$ cat src/design/drld_pkg.sv
// Shared types and constants for the data-run list decoder.
// Request payloads, parser event, end-status codes, register indexes.
// No dependencies.
`timescale 1ns / 1ps

package drld_pkg;

	localparam int MAX_FIELD_BYTES = 8;
	localparam int OUT_DEPTH = 4;

	typedef enum logic [2:0] {
		ST_RUNNING     = 3'd0,
		ST_ZERO_HEADER = 3'd1,
		ST_BUFFER_END  = 3'd2,
		ST_ZERO_LENGTH = 3'd3,
		ST_TRUNCATED   = 3'd4,
		ST_NEG_CLUSTER = 3'd5,
		ST_TOO_WIDE    = 3'd6
	} end_status_t;

	typedef enum logic [0:0] {
		CFG_CLUSTER_SIZE    = 1'b0,
		CFG_PARTITION_START = 1'b1
	} cfg_reg_t;

	typedef struct packed {
		logic [7:0] run_byte;
		logic       first_of_list;
		logic       last_of_buffer;
	} in_t;

	typedef struct packed {
		logic        extent_valid;
		logic [63:0] disk_offset;
		logic [63:0] extent_length;
		logic        list_done;
		end_status_t end_status;
	} out_t;

	typedef struct packed {
		logic        extent_valid;
		logic [63:0] cluster;
		logic [63:0] length;
		logic        list_done;
		end_status_t end_status;
	} event_t;

endpackage

$ cat src/design/drld_outq.sv
// Result queue: small register FIFO in front of the result channel.
// Reports its fill level for credit checks. Depends on drld_pkg.
`timescale 1ns / 1ps

module drld_outq #(
	parameter int DEPTH = drld_pkg::OUT_DEPTH
) (
	input  logic                         clk,
	input  logic                         arst_n,
	input  logic                         wr_en,
	input  drld_pkg::out_t               wr_data,
	input  logic                         rd_en,
	output drld_pkg::out_t               rd_data,
	output logic                         not_empty,
	output logic [$clog2(DEPTH+1)-1:0]   count
);

	localparam int PTR_W = (DEPTH > 1) ? $clog2(DEPTH) : 1;
	localparam int CNT_W = $clog2(DEPTH+1);

	drld_pkg::out_t   mem_q [DEPTH];
	logic [PTR_W-1:0] wr_ptr_q, rd_ptr_q;
	logic [CNT_W-1:0] count_q;

	assign count     = count_q;
	assign not_empty = (count_q != '0);
	assign rd_data   = mem_q[rd_ptr_q];

	always_ff @(posedge clk or negedge arst_n) begin
		if (!arst_n) begin
			wr_ptr_q <= '0;
			rd_ptr_q <= '0;
			count_q  <= '0;
		end else begin
			if (wr_en) begin
				wr_ptr_q <= (wr_ptr_q == PTR_W'(DEPTH-1)) ? '0 : wr_ptr_q + PTR_W'(1);
			end
			if (rd_en) begin
				rd_ptr_q <= (rd_ptr_q == PTR_W'(DEPTH-1)) ? '0 : rd_ptr_q + PTR_W'(1);
			end
			if (wr_en && !rd_en) begin
				count_q <= count_q + CNT_W'(1);
			end else if (rd_en && !wr_en) begin
				count_q <= count_q - CNT_W'(1);
			end
		end
	end

	always_ff @(posedge clk) begin
		if (wr_en) begin
			mem_q[wr_ptr_q] <= wr_data;
		end
	end

endmodule

$ cat config.mk
export PLATFORM = sky130hd
export DESIGN_NAME = drld_outq
export DESIGN_NICKNAME = d
export VERILOG_FILES = /design/src/design/drld_pkg.sv /design/src/design/drld_outq.sv
export SDC_FILE = /design/constraint.sdc
export NUM_CORES = 1
export LEC_CHECK = 0
export BUFFER_PORTS_ARGS = -buffer_cell sky130_fd_sc_hd__clkbuf_2
export CAP_MARGIN = 10
export CORE_ASPECT_RATIO = 1.5
export CORE_MARGIN = 2
export CORE_UTILIZATION = 57
export CTS_BUF_LIST = sky130_fd_sc_hd__clkbuf_16
export DETAILED_ROUTE_END_ITERATION = 16
export PLACE_DENSITY = 0.87
export SYNTH_ARGS = -nofsm -noshare
export SYNTH_HDL_FRONTEND = slang
export SYNTH_SLANG_ARGS = --single-unit
$ cat constraint.sdc
create_clock -name clk -period 4.62 [get_ports clk]
set_input_delay 0.462 -clock clk [delete_from_list [all_inputs] [get_ports clk]]
set_output_delay 0.462 -clock clk [all_outputs]
set_load 0.005 [all_outputs]
# --- After elaboration in Yosys (flattened, before gate mapping) ---
# Memory sizes are Yosys's and may differ from the RTL's.
# Index checks and enable logic that the tools add are counted.
totals:
  reg_bits: 7
  latchBits: 0
  ram_bits: 532
  mem_bits_ro: 0
  input_bits: 137
  output_inout_bits: 137
  elab_cells: 22
  mem_count: 1
op_classes:
  n_addsub: 4
  mul: 0
  div_mod_pow: 0
  n_lt_le_gt_ge: 0
  eq_ne: 2
  n_shift: 0
  muxes: 6
  bitwise: 0
  reduce_logical: 6
mem_list:
  columns: ["name", "depth", "width", "read_ports", "rd_ports_with_merged_regs", "write_ports", "line", "text"]
  rows:
  - ["mem_q", 4, 133, 1, 0, 1, "drld_outq.sv:21", "drld_pkg::out_t mem_q [DEPTH];"]
op_table:
  columns: ["operator", "count"]
  rows:
  - ["$mux 3", 2]
  - ["$add 2x1->2 const B", 2]
  - ["$eq 2x2->1 const B", 2]
  - ["$mux 2", 2]
  - ["$add 3x1->3 const B", 1]
  - ["$reduce_bool 3->1", 1]
  - ["$sub 3x1->3 const B", 1]
  - ["$logic_and 1x1->1", 2]
  - ["$logic_not 1->1", 2]
  - ["$mux 1", 2]
  - ["$reduce_bool 2->1", 1]

# --- Longest topological paths before layout ---
depth:
  word_depth: 4
  mapped_depth: 7
  depth_no_buf: 7

# --- Least setup slack after synthesis ---
# No wires, ideal clock.
synth_path:
  path_type: "register to register"
  start: "register wr_ptr_q[0]"
  end: "memory mem_q[2][0] (netlist name) (enable)"
  setup_time_ns: 0.508
  arrival_ns: 3.673
  slack_ns: 0.439
  stages_incl_launch_ff: 4
  path_buffers: 0
  cell_sequence: "dfrtp_1 > inv_1 > ha_1 > and2_1"
synth_lines:
  columns: ["element", "line", "text"]
  rows:
  - ["start, declared", "drld_outq.sv:22", "logic [PTR_W-1:0] wr_ptr_q, rd_ptr_q;"]
  - ["start signal, assigned", "drld_outq.sv:36", "wr_ptr_q <= (wr_ptr_q == PTR_W'(DEPTH-1)) ? '0 : wr_ptr_q + PTR_W'(1);"]
  - ["end, declared", "drld_outq.sv:21", null]
# No word-level cell before the write port.

==> impl_metrics.env <==
export IMPL_status="finished, final reports clean"
export IMPL_die_h_um=231
export IMPL_drt_total_wl_mm=37.4
export IMPL_rsz0062_at_grt="false"
export IMPL_clk_pin_slew_ps=70
export IMPL_netlist_area_mm2=0.0196
export IMPL_drc=0
export IMPL_cts_root_buffer="clkbuf_16"
export IMPL_insertion_delay_ps=560
export IMPL_wl_per_cell_um=24.9
export IMPL_holdWs_ps=116
export IMPL_critPathKind="reg2out"
export IMPL_skew_ps=8.91
export IMPL_ant_nets=0
export IMPL_max_freq_mhz=311
export IMPL_cts_tree="yes"
export IMPL_grt_antenna_before_repair=7
export IMPL_cts_max_level=2
export IMPL_dpl_instance_area_mm2=0.0215
export IMPL_ys_seq_area_share_pct=82.5
export IMPL_post_cts_buffers=0
export IMPL_hp_class="in2reg"
export IMPL_dieArea_mm2=0.0359
export IMPL_gp_congestion=0.794
export IMPL_peakVddDrop_uv=584
export IMPL_fin_total_pwr_mw=14.0
export IMPL_p_leak_nw=7.91
export IMPL_grt_max_degree=81
export IMPL_ctsResizeCount=0
export IMPL_p_per_area_mw_per_mm2=611
export IMPL_avgSynthCellArea_um2=26.8
export IMPL_setup_total_negative_slack_ps=0
export IMPL_yosysTopAreaCell="edfxtp_1"
export IMPL_cts_sinks=539
export IMPL_end_kind="primary output"
export IMPL_grt_ovfl_total=0
export IMPL_slew_headroom_pct=30.3
export IMPL_viasPerCell=5.81
export IMPL_critPathMaxFanout=68
export IMPL_grt_usage_pct=21.0
export IMPL_syn_num_nets=875
export IMPL_start_util_pct=57.4
export IMPL_firstDrtPassIters=4
export IMPL_syn2layout_area_growth_pct=17.5
export IMPL_holdBufCountCts=1
export IMPL_synth_top_area_share_pct=81.7
export IMPL_maxCapViolCount=0
export IMPL_hold_viol_final=0
export IMPL_rows=83
export IMPL_yosysUniqueCellTypes=18
export IMPL_drive_gt1_share_pct=46.2
export IMPL_ctsLongestPathBuffers=3
export IMPL_startpoint_type="register"
export IMPL_drv_slew=0
export IMPL_die_w_um=155
export IMPL_fin_area_mm2=0.0230
export IMPL_fin_util_pct=67.5
export IMPL_netlist_instances=731
export IMPL_port_buffers=273
export IMPL_num_vias=8736
export IMPL_post_route_period_util_pct=69.6
export IMPL_hpwlAfterDp_mm=22.1
export IMPL_grt_pass1_vias=9489
export IMPL_final_setup_viol_count=0
export IMPL_drt_iter0_markers=495
export IMPL_grt_pass1_wl_mm=55.5
export IMPL_worst_pin_slew_ps=1050
export IMPL_synthTopCellsByArea="edfxtp_1, mux4_2, dfrtp_1, buf_2, buf_6"
export IMPL_ys_warnings_count=0
export IMPL_coreArea_mm2=0.0341
export IMPL_nets=1180
export IMPL_ioPinCount=274
export IMPL_crit_required_ps=4160
export IMPL_synth_seq_cells=539
export IMPL_min_period_ps=3210
export IMPL_cp_arrival_ps=2750
export IMPL_cts_buffers=47
-- Yosys cell counts --
| master | instances |
|---|---|
| and2_1 | 4 |
| buf_2 | 16 |
| buf_4 | 1 |
| buf_6 | 7 |
| clkbuf_1 | 6 |
| dfrtp_1 | 7 |
| edfxtp_1 | 532 |
| fa_1 | 1 |
| ha_1 | 6 |
| inv_1 | 4 |
| mux2_2 | 3 |
| mux4_2 | 133 |
| nand2_1 | 2 |
| nor2_1 | 3 |
| o21ai_0 | 2 |
| or3_1 | 1 |
| xnor2_1 | 1 |
| xor2_1 | 2 |
-- cells in the final DEF, fill, tap and decap left out, drive strengths merged --
| cell type | instances |
|---|---|
| dlygate4sd3 | 1 |
| inv | 14 |
| diode | 8 |
| bufinv | 4 |
| clkinv | 19 |
| ha | 6 |
| nand2 | 2 |
| buf | 12 |
| clkbuf | 321 |
| nor2 | 3 |
| mux4 | 133 |
| clkinvlp | 3 |
| xor2 | 2 |
| fa | 1 |
| or3 | 1 |
| o21ai | 2 |
| xnor2 | 1 |
| edfxtp | 532 |
| dfrtp | 7 |
| and2 | 4 |
| mux2 | 3 |
-- sequential cells by signal, indices dropped and copies added (netlist names) --
name      flops
count         3
mem_q       532
rd_ptr_q      2
wr_ptr_q      2
-- per-layer routing --
layer  global-route usage, %  share of wire (%)  vias up
met1                    24.6                 35     4531
met3                    4.67                5.5      109
li1                        -                  -     3802
met4                    11.6                5.3        2
met2                    36.2                 54      292
met5                       0              0.029        -
-- through the flow --
stage | instances | setup WS [ps]
after detailed placement | 1411 | 1980
after global placement | 1411 | 2020
after global routing | 1502 | 1280
after floorplan | 731 | 439
after CTS | 1496 | 1350
final | 1504 | 1410
-- worst max-delay path: stages (launching register included) --
cell and delay (ps):
dfrtp_4 1100, buf_4 510, mux4_2 410, clkbuf_2 140
-- cell families after synthesis --
group / after synthesis / share of synthesized area, %
DFF: 539 / 82.5
muxes: 136 / 15.5
buffers and inverters: 34 / 1.04
and+or+nand+nor: 10 / 0.256
adders and majority gates: 7 / 0.486
xor gates and xnor gates: 3 / 0.134
AOI/OAI and AO/OA: 2 / 0.0512
-- final timing paths --
| check | from | end | slack (ps) | depth (start not counted) |
|---|---|---|---|---|
| max in group asynchronous | arst_n | rd_ptr_q[0]$_DFFE_PN0P_ | 4140 | 2 |
| min in group asynchronous | arst_n | count[2]$_DFFE_PN0P_ | 280 | 2 |
| worst max register to register | wr_ptr_q[0]$_DFFE_PN0P_ | mem_q[0][62]$_DFFE_PP_ | 2640 | 4 |
| worst min-delay path | wr_data[23] | mem_q[1][23]$_DFFE_PP_ | 120 | 1 |
| worst min register to register | count[2]$_DFFE_PN0P_ | count[2]$_DFFE_PN0P_ | 560 | 1 |
| worst max-delay path | rd_ptr_q[1]$_DFFE_PN0P_ | rd_data[5] | 1410 | 3 |
-- power by group --
part           internal (mW)  switching [mW]  total (mW)
Clock                   2.12            1.66        3.78
Combinational           1.83            1.81        3.64
Sequential              6.27           0.368        6.63
-- layout make-up --
| class | count | area (um^2) |
|---|---|---|
| antenna | 8 | 20.0 |
| clock buffer | 48 | 1200 |
| clock inverter | 36 | 297 |
| fill | 2051 | 11100 |
| inverter | 4 | 15.0 |
| multi-input combinational | 158 | 3220 |
| sequential | 539 | 16200 |
| tap | 425 | 532 |
| timing repair buffer | 286 | 1550 |
Power figures use the tool's default switching activity.
