[src/design/drld_pkg.sv]
// Shared types and constants for the data-run list decoder.
// Request payloads, parser event, end-status codes, register indexes.
// No dependencies.
`timescale 1ns / 1ps

package drld_pkg;

	localparam int MAX_FIELD_BYTES = 8;
	localparam int OUT_DEPTH = 4;

	typedef enum logic [2:0] {
		ST_RUNNING     = 3'd0,
		ST_ZERO_HEADER = 3'd1,
		ST_BUFFER_END  = 3'd2,
		ST_ZERO_LENGTH = 3'd3,
		ST_TRUNCATED   = 3'd4,
		ST_NEG_CLUSTER = 3'd5,
		ST_TOO_WIDE    = 3'd6
	} end_status_t;

	typedef enum logic [0:0] {
		CFG_CLUSTER_SIZE    = 1'b0,
		CFG_PARTITION_START = 1'b1
	} cfg_reg_t;

	typedef struct packed {
		logic [7:0] run_byte;
		logic       first_of_list;
		logic       last_of_buffer;
	} in_t;

	typedef struct packed {
		logic        extent_valid;
		logic [63:0] disk_offset;
		logic [63:0] extent_length;
		logic        list_done;
		end_status_t end_status;
	} out_t;

	typedef struct packed {
		logic        extent_valid;
		logic [63:0] cluster;
		logic [63:0] length;
		logic        list_done;
		end_status_t end_status;
	} event_t;

endpackage

[src/design/drld_parser.sv]
// Run-list byte parser: header, length and offset fields, running cluster.
// Registers one event per result-bearing byte. Depends on drld_pkg.
`timescale 1ns / 1ps

module drld_parser (
	input  logic                clk,
	input  logic                arst_n,
	input  logic                accept,
	input  drld_pkg::in_t       byte_data,
	output logic                ev_valid_s1,
	output drld_pkg::event_t    ev_s1
);

	typedef enum logic [1:0] {
		PH_HEADER,
		PH_LENGTH,
		PH_OFFSET,
		PH_DONE
	} phase_t;

	phase_t      phase_q, phase_e, phase_n;
	logic [3:0]  lbl_q, lbl_e, lbl_n;
	logic [3:0]  obl_q, obl_e, obl_n;
	logic [3:0]  osz_q, osz_e, osz_n;
	logic [2:0]  bpos_q, bpos_e, bpos_n;
	logic [63:0] lacc_q, lacc_e, lacc_n;
	logic [63:0] dacc_q, dacc_e, dacc_n;
	logic [63:0] rc_q, rc_e, rc_n;
	logic [63:0] lane, sign_mask, dfull, rc_sum;
	logic [3:0]  lsz, osz_h;
	logic        first, last, emit;
	drld_pkg::event_t ev;

	assign first = byte_data.first_of_list;
	assign last  = byte_data.last_of_buffer;
	assign lsz   = byte_data.run_byte[3:0];
	assign osz_h = byte_data.run_byte[7:4];

	always_comb begin
		phase_e = first ? PH_HEADER : phase_q;
		lbl_e   = first ? 4'd0 : lbl_q;
		obl_e   = first ? 4'd0 : obl_q;
		osz_e   = first ? 4'd0 : osz_q;
		bpos_e  = first ? 3'd0 : bpos_q;
		lacc_e  = first ? 64'd0 : lacc_q;
		dacc_e  = first ? 64'd0 : dacc_q;
		rc_e    = first ? 64'd0 : rc_q;
	end

	assign lane = {56'd0, byte_data.run_byte} << {bpos_e, 3'd0};

	always_comb begin
		for (int i = 0; i < 8; i++) begin
			sign_mask[8*i +: 8] = (4'(i) >= osz_e) ? 8'hFF : 8'h00;
		end
	end

	always_comb begin
		dfull = dacc_e | lane;
		if ((osz_e < 4'd8) && byte_data.run_byte[7] && (obl_e == 4'd1)) begin
			dfull = dfull | sign_mask;
		end
	end

	assign rc_sum = rc_e + dfull;

	always_comb begin
		phase_n = phase_e;
		lbl_n   = lbl_e;
		obl_n   = obl_e;
		osz_n   = osz_e;
		bpos_n  = bpos_e;
		lacc_n  = lacc_e;
		dacc_n  = dacc_e;
		rc_n    = rc_e;
		emit    = 1'b0;
		ev      = '0;
		ev.list_done  = 1'b1;
		ev.end_status = drld_pkg::ST_RUNNING;

		unique case (phase_e)
			PH_HEADER: begin
				emit    = 1'b1;
				phase_n = PH_DONE;
				priority if (byte_data.run_byte == 8'd0) begin
					ev.end_status = drld_pkg::ST_ZERO_HEADER;
				end else if (lsz == 4'd0) begin
					ev.end_status = drld_pkg::ST_ZERO_LENGTH;
				end else if (last) begin
					ev.end_status = drld_pkg::ST_TRUNCATED;
				end else if ((lsz > 4'(drld_pkg::MAX_FIELD_BYTES)) ||
				             (osz_h > 4'(drld_pkg::MAX_FIELD_BYTES))) begin
					ev.end_status = drld_pkg::ST_TOO_WIDE;
				end else begin
					emit    = 1'b0;
					phase_n = PH_LENGTH;
					lbl_n   = lsz;
					obl_n   = osz_h;
					osz_n   = osz_h;
					bpos_n  = 3'd0;
					lacc_n  = 64'd0;
					dacc_n  = 64'd0;
				end
			end
			PH_LENGTH: begin
				lacc_n = lacc_e | lane;
				bpos_n = bpos_e + 3'd1;
				lbl_n  = lbl_e - 4'd1;
				if (lbl_n == 4'd0 && osz_e == 4'd0) begin
					if (last) begin
						emit          = 1'b1;
						phase_n       = PH_DONE;
						ev.end_status = drld_pkg::ST_BUFFER_END;
					end else begin
						phase_n = PH_HEADER;
					end
				end else begin
					if (lbl_n == 4'd0) begin
						phase_n = PH_OFFSET;
						bpos_n  = 3'd0;
					end
					if (last) begin
						emit          = 1'b1;
						phase_n       = PH_DONE;
						ev.end_status = drld_pkg::ST_TRUNCATED;
					end
				end
			end
			PH_OFFSET: begin
				dacc_n = dfull;
				bpos_n = bpos_e + 3'd1;
				obl_n  = obl_e - 4'd1;
				if (obl_n == 4'd0) begin
					rc_n = rc_sum;
					emit = 1'b1;
					if (rc_sum[63]) begin
						phase_n       = PH_DONE;
						ev.end_status = drld_pkg::ST_NEG_CLUSTER;
					end else begin
						ev.extent_valid = 1'b1;
						ev.cluster      = rc_sum;
						ev.length       = lacc_e;
						ev.list_done    = last;
						ev.end_status   = last ? drld_pkg::ST_BUFFER_END
						                       : drld_pkg::ST_RUNNING;
						phase_n         = last ? PH_DONE : PH_HEADER;
					end
				end else if (last) begin
					emit          = 1'b1;
					phase_n       = PH_DONE;
					ev.end_status = drld_pkg::ST_TRUNCATED;
				end
			end
			PH_DONE: begin
				phase_n = PH_DONE;
			end
		endcase
	end

	always_ff @(posedge clk or negedge arst_n) begin
		if (!arst_n) begin
			phase_q     <= PH_HEADER;
			lbl_q       <= 4'd0;
			obl_q       <= 4'd0;
			osz_q       <= 4'd0;
			bpos_q      <= 3'd0;
			lacc_q      <= 64'd0;
			dacc_q      <= 64'd0;
			rc_q        <= 64'd0;
			ev_valid_s1 <= 1'b0;
		end else begin
			ev_valid_s1 <= accept && emit;
			if (accept) begin
				phase_q <= phase_n;
				lbl_q   <= lbl_n;
				obl_q   <= obl_n;
				osz_q   <= osz_n;
				bpos_q  <= bpos_n;
				lacc_q  <= lacc_n;
				dacc_q  <= dacc_n;
				rc_q    <= rc_n;
			end
		end
	end

	always_ff @(posedge clk) begin
		if (accept) begin
			ev_s1 <= ev;
		end
	end

endmodule

[config.mk]
export PLATFORM = sky130hd
export DESIGN_NAME = drld_parser
export DESIGN_NICKNAME = d
export VERILOG_FILES = /design/src/design/drld_pkg.sv /design/src/design/drld_parser.sv
export SDC_FILE = /design/constraint.sdc
export NUM_CORES = 1
export LEC_CHECK = 0
export BUFFER_PORTS_ARGS = -buffer_cell sky130_fd_sc_hd__buf_2
export CORE_MARGIN = 4
export CORE_UTILIZATION = 40
export DETAILED_ROUTE_END_ITERATION = 8
export SLEW_MARGIN = 10
export SYNTH_ARGS = -nofsm -noshare
export SYNTH_HDL_FRONTEND = slang
export SYNTH_SLANG_ARGS = --single-unit
[constraint.sdc]
create_clock -name clk -period 6.1 [get_ports clk]
set_input_delay 0.915 -clock clk [delete_from_list [all_inputs] [get_ports clk]]
set_output_delay 0.915 -clock clk [all_outputs]
set_load 0.03 [all_outputs]
# Word level (Yosys, flattened, before mapping)
# Index checks and enable logic that the tools add are counted.
dict set report classes {
  n_mux 81
  n_shift 1
  bitwise 5
  n_eq_ne 4
  magnitude_cmp 11
  n_addsub 4
  reduce_logical 13
}
# cell count
set op_table {}
lappend op_table {{64-bit 2-to-1 mux} 14}
lappend op_table {{64-bit one-hot mux with 2 select lines} 2}
lappend op_table {{64-bit bitwise OR} 3}
lappend op_table {{130-bit 2-to-1 mux} 1}
lappend op_table {{64-bit adder} 1}
lappend op_table {{4-bit 2-to-1 mux} 16}
lappend op_table {{8-bit 2-to-1 mux} 8}
lappend op_table {{8-bit by 6-bit left shift with 64-bit output} 1}
lappend op_table {{3-bit 2-to-1 mux} 15}
lappend op_table {{2-bit 2-to-1 mux} 13}
lappend op_table {{3-bit one-hot mux with 3 select lines} 2}
lappend op_table {{3-bit by 4-bit greater-or-equal comparator with 1-bit output (first input constant)} 4}
lappend op_table {{4-bit zero test} 4}
lappend op_table {{4-bit one-hot mux with 2 select lines} 2}
lappend op_table {{1-bit by 4-bit greater-or-equal comparator with 1-bit output (first input constant)} 2}
lappend op_table {{2-bit by 4-bit greater-or-equal comparator with 1-bit output (first input constant)} 2}
lappend op_table {{4-bit > comparator (second input constant)} 2}
lappend op_table {{8-bit zero test} 1}
lappend op_table {{2-bit one-hot mux with 4 select lines} 1}
lappend op_table {{4-bit by 1-bit subtractor with 4-bit output (second input constant)} 2}
lappend op_table {{1-bit 2-to-1 mux} 6}
lappend op_table {{2-bit equality test (second input constant)} 2}
lappend op_table {{4-bit by 1-bit equality test with 1-bit output (second input constant)} 1}
lappend op_table {{1-bit logical AND} 4}
lappend op_table {{9 further kinds} 10}
dict set report totals {
  elab_cells 134
  output_inout_bits 134
  reg_bits 343
}

# Logic depth before layout (Yosys ltp)
dict set report logic_depth {
  word_depth 9
  depth_mapped 28
  ltp_nobuf 21
}

# Worst setup path after synthesis
# Ideal clock, no wire load.
dict set report synth_timing {
  path_kind {input to register}
  start {in byte_data[1] in the netlist's numbering}
  end {reg ev_s1[126] in the netlist's numbering (data pin)}
  n_path_buf 6
  required_time_ns 5.845
  t_arrival_ns 6.053
  setup_slack_ns -0.208
  setup_time_ns 0.255
  path_stages 23
  path_cell_list {buf_2 inv_1 clkbuf_1 clkbuf_1 clkbuf_1 nand2_1 ha_1 and2_1 o21ai_0 clkbuf_1 nor2_1 a221o_1 ha_1 clkbuf_1 a21o_1 a2111oi_0 o21ai_0 a211oi_2 o31ai_2 a211o_1 a2111oi_2 a41oi_1 and3_1}
}
dict set report synth_via {
  elab_chain_len 7
  word_cells_on_any_way 37
  cone_classes {add/sub (2); order compare (9); eq/ne (2); shift (1); mux (15); bitwise (4); reduce/logical (4)}
}
# item line_no
set synth_lines {}
lappend synth_lines {{start: declaration} drld_parser.sv:9} ;# input drld_pkg::in_t byte_data,
lappend synth_lines {{3-bit 2-to-1 mux or 4-bit 2-to-1 mux (tied branches)} {drld_parser.sv:44, drld_parser.sv:43}}
lappend synth_lines {{8-bit by 6-bit left shift with 64-bit output (tied with other cells)} drld_parser.sv:50} ;# assign lane = {56'd0, byte_data.run_byte} << {bpos_e, 3'd0};
lappend synth_lines {{64-bit bitwise OR (tied with other cells)} drld_parser.sv:59} ;# dfull = dacc_e | lane;
lappend synth_lines {{64-bit bitwise OR or 1-bit logical AND (tied branches)} {drld_parser.sv:61, drld_parser.sv:60}}
lappend synth_lines {{64-bit 2-to-1 mux} drld_parser.sv:60} ;# if ((osz_e < 4'd8) && byte_data.run_byte[7] && (obl_e == 4'd1)) begin
lappend synth_lines {{64-bit adder} drld_parser.sv:65} ;# assign rc_sum = rc_e + dfull;
lappend synth_lines {{3-bit OR reduction (no line)} --}
lappend synth_lines {{end signal: assignment} drld_parser.sv:188} ;# ev_s1 <= ev;
lappend synth_lines {{end: declaration} drld_parser.sv:11} ;# output drld_pkg::event_t ev_s1
# Several ways; a longest one is shown, not always the timed one.
# A chain may end at the register's enable or synchronous reset.

# Worst setup path in the final report
dict set report layout_timing {
  start {in byte_data[1] in the netlist's numbering}
  end {reg ev_s1[112] in the netlist's numbering (data pin)}
}
# Same word-level chain as after synthesis.

==> metrics <==
register area 9220 um2; global route overflow 0; Post-Syn Area 18300 um2; Max Freq 188 MHz; synth unique cells 71; met2 Use GR 32.7%; busiest layer in global routing met2; multi-input combinational cell area 8370 um2; CTS tree done; H-tree levels 2; gr usage total 20.6%; PortBufs 145; global-route wire length before repair 82.4 mm; Final setup violation count 0; drc violations 0; Initial Util 40.4%; PwrDens 256 nW/um2; Pre-Repair DR Iteration Count 5; CP Capture Type register; via/cell ratio 5.64; WL/cell 19.9 um; worst slew pin tran 1.13 ns; P_leak 9.49 nW; Seq pwr share 45.2%; Die W 222 um; Max VDD drop 0.193 mV; worst-path maximum fanout 41; pin count of the biggest net entering global routing 111; CP arrival 5.73 ns; initial DRC count 1422; Overall Power 5.46 mW; Fillers 4283; Clock Skews 0.0170 ns; worst r2r src obl_q[0]$_DFFE_PN0P_; post-synthesis async set-or-reset flop share 61.4%; post-layout util 47.1%; Crit path required time 6.50 ns; fin nets 2051; layout cell share with drive strength beyond 1 15.8%; Top Ports 147; Logic pwr share 9.7%; vias in the first global route 14300; Worst-path clk slew 0.06 ns; num rows 78; Layout area overhead 16.6%; CTS Buffer Depth 3; Worst-Skew Late Latency 0.55 ns; slew margin rel. 24.8%; Post-Syn Nets 1908; WS Path Type in -> reg; Synth Area per Inst 10.0 um2; Tmin final 5.33 ns; GPL Wtd Cong 0.892; startpoint types primary input; crit share post-route 87.4%; die area 49200 um2; post_cts resized 0; most frequent cells in the layout dfrtp_1, nand2_1, o21ai_0; internal power 4.07 mW; status finished clean; max-cap violations 0; Hold Buf Count CTS 0; post-synthesis cell count 1827; post-DP HPWL 36.0 mm; CP Launch Point byte_data[1]; GRT met3 Usage 3.24%; R2R depth 21; worst hold path type in -> async; Sw Ratio 25.4%; net switching power 1.39 mW; Antenna Cells 0; Primary FF master, synth dfrtp_1; Final Max Tran Viols 0; Hold Fails Final Rpt 0; Synth Register Bits 342; vias 14700; clock share of power 45.1%; r2r setup slk 0.94 ns; total negative slack 0 ns; initial antenna violation count 1; CTS sink count 342; M1 GR Usage 29.8%; CTS root buf clkbuf_16; core box area 45300 um2; CTS Buf Count 38; Antenna Violating Nets Remaining 0; share of the yosys chip area belonging to registers 50.4%; number of synthesized flops with an enable pin 132; commonest non-fill, non-tap cell in the layout dfrtp_1; unrepaired setup endpoints after global routing false; wirelength, routed 51.8 mm; Die Height 222 um; setup repair bufs after CTS 0; Yosys warnings 0
critical path: stages:
cell and delay (ns):
buf_2 0.13, inv_2 0.08, buf_4 0.24, buf_4 0.45
a21oi_1 0.31, a221oi_1 0.41, inv_1 0.12, ha_1 0.34
a21o_1 0.19, o41ai_1 0.42, a211oi_1 0.14, o211a_1 0.30
o211a_1 0.27, o211ai_1 0.21, buf_4 0.14, a21oi_1 0.07
or3_2 0.55, buf_4 0.25, nor2_1 0.15
cell type report:
type / count / share of cell area [%]
clock buffer: 48 / 5.08
clock inverter: 22 / 1.26
inverter: 58 / 1.04
multi-input combinational: 1302 / 39.3
sequential: 342 / 43.2
tap: 600 / 3.52
timing repair buffer: 228 / 6.57
cell usage after synthesis, drive strengths merged, types with 57 or more instances:
cell type | count | share of area (%)
nor2 | 129 | 2.6
nand2 | 176 | 3.6
a22o | 93 | 4.5
inv | 57 | 1.2
o21ai | 181 | 5.0
and2 | 78 | 2.7
a21oi | 106 | 2.9
clkbuf | 107 | 2.2
edfxtp | 132 | 22
nor2b | 76 | 2.6
ha | 67 | 4.6
dfrtp | 210 | 29
cells by family (layout without fill, tap and decap cells):
group,after synthesis,count (layout),synth area share (%)
AND/OR/NAND/NOR,574,574,15.3
flip-flops,342,342,50.4
buffers and inverters,183,356,4.00
XOR/XNOR,64,64,3.07
multiplexers,2,2,0.123
other,1,1,0.0205
AO/OA/AOI/OAI,593,593,22.4
adder cells (fa/ha/maj),68,68,4.69
state kept, by name, indices dropped and copies added, names as in the netlist:
name / flops
ev_s1: 132
dacc_q: 64
lacc_q: 64
rc_q: 64
lbl_q: 4
obl_q: 4
osz_q: 4
bpos_q: 3
phase_q: 2
ev_valid_s1: 1
power by group through the flow:
stage	combinational (mW)	sequential [mW]	clock [mW]
floorplan	0.269	2.57	0
detailed placement	0.528	2.51	0
global route	0.577	2.47	2.62
finish	0.529	2.47	2.46
CTS	0.530	2.47	2.52
global placement	0.524	2.51	0
metrics by stage:
stage                     instance area, um2  hold slack, ns  setup slack (ns)  instances
after floorplan                        18300           0.442            0.0146       1827
after global placement                 20000           0.455             0.337       2530
after detailed placement               20000           0.463             0.228       2530
after CTS                              21300           0.476             0.796       2600
after global routing                   21300           0.502             0.405       2600
final                                  21300           0.450             0.770       2600
final timing paths:
path,to
worst min-delay path,lacc_q[20]$_DFFE_PN0P_
worst min register to register,rc_q[59]$_DFFE_PN0P_
worst max register to register,ev_s1[112]$_SDFFCE_PP0P_
min in group clk,rc_q[59]$_DFFE_PN0P_
max in group asynchronous,dacc_q[32]$_DFFE_PN0P_
worst max-delay path,ev_s1[112]$_SDFFCE_PP0P_
routing by layer:
layer,routed length (um),part of all wire [%]
met3,2760,5.3
met4,1150,2.2
met5,20,0.039
met1,23900,46
met2,23900,46
Power figures use the tool's default switching activity.
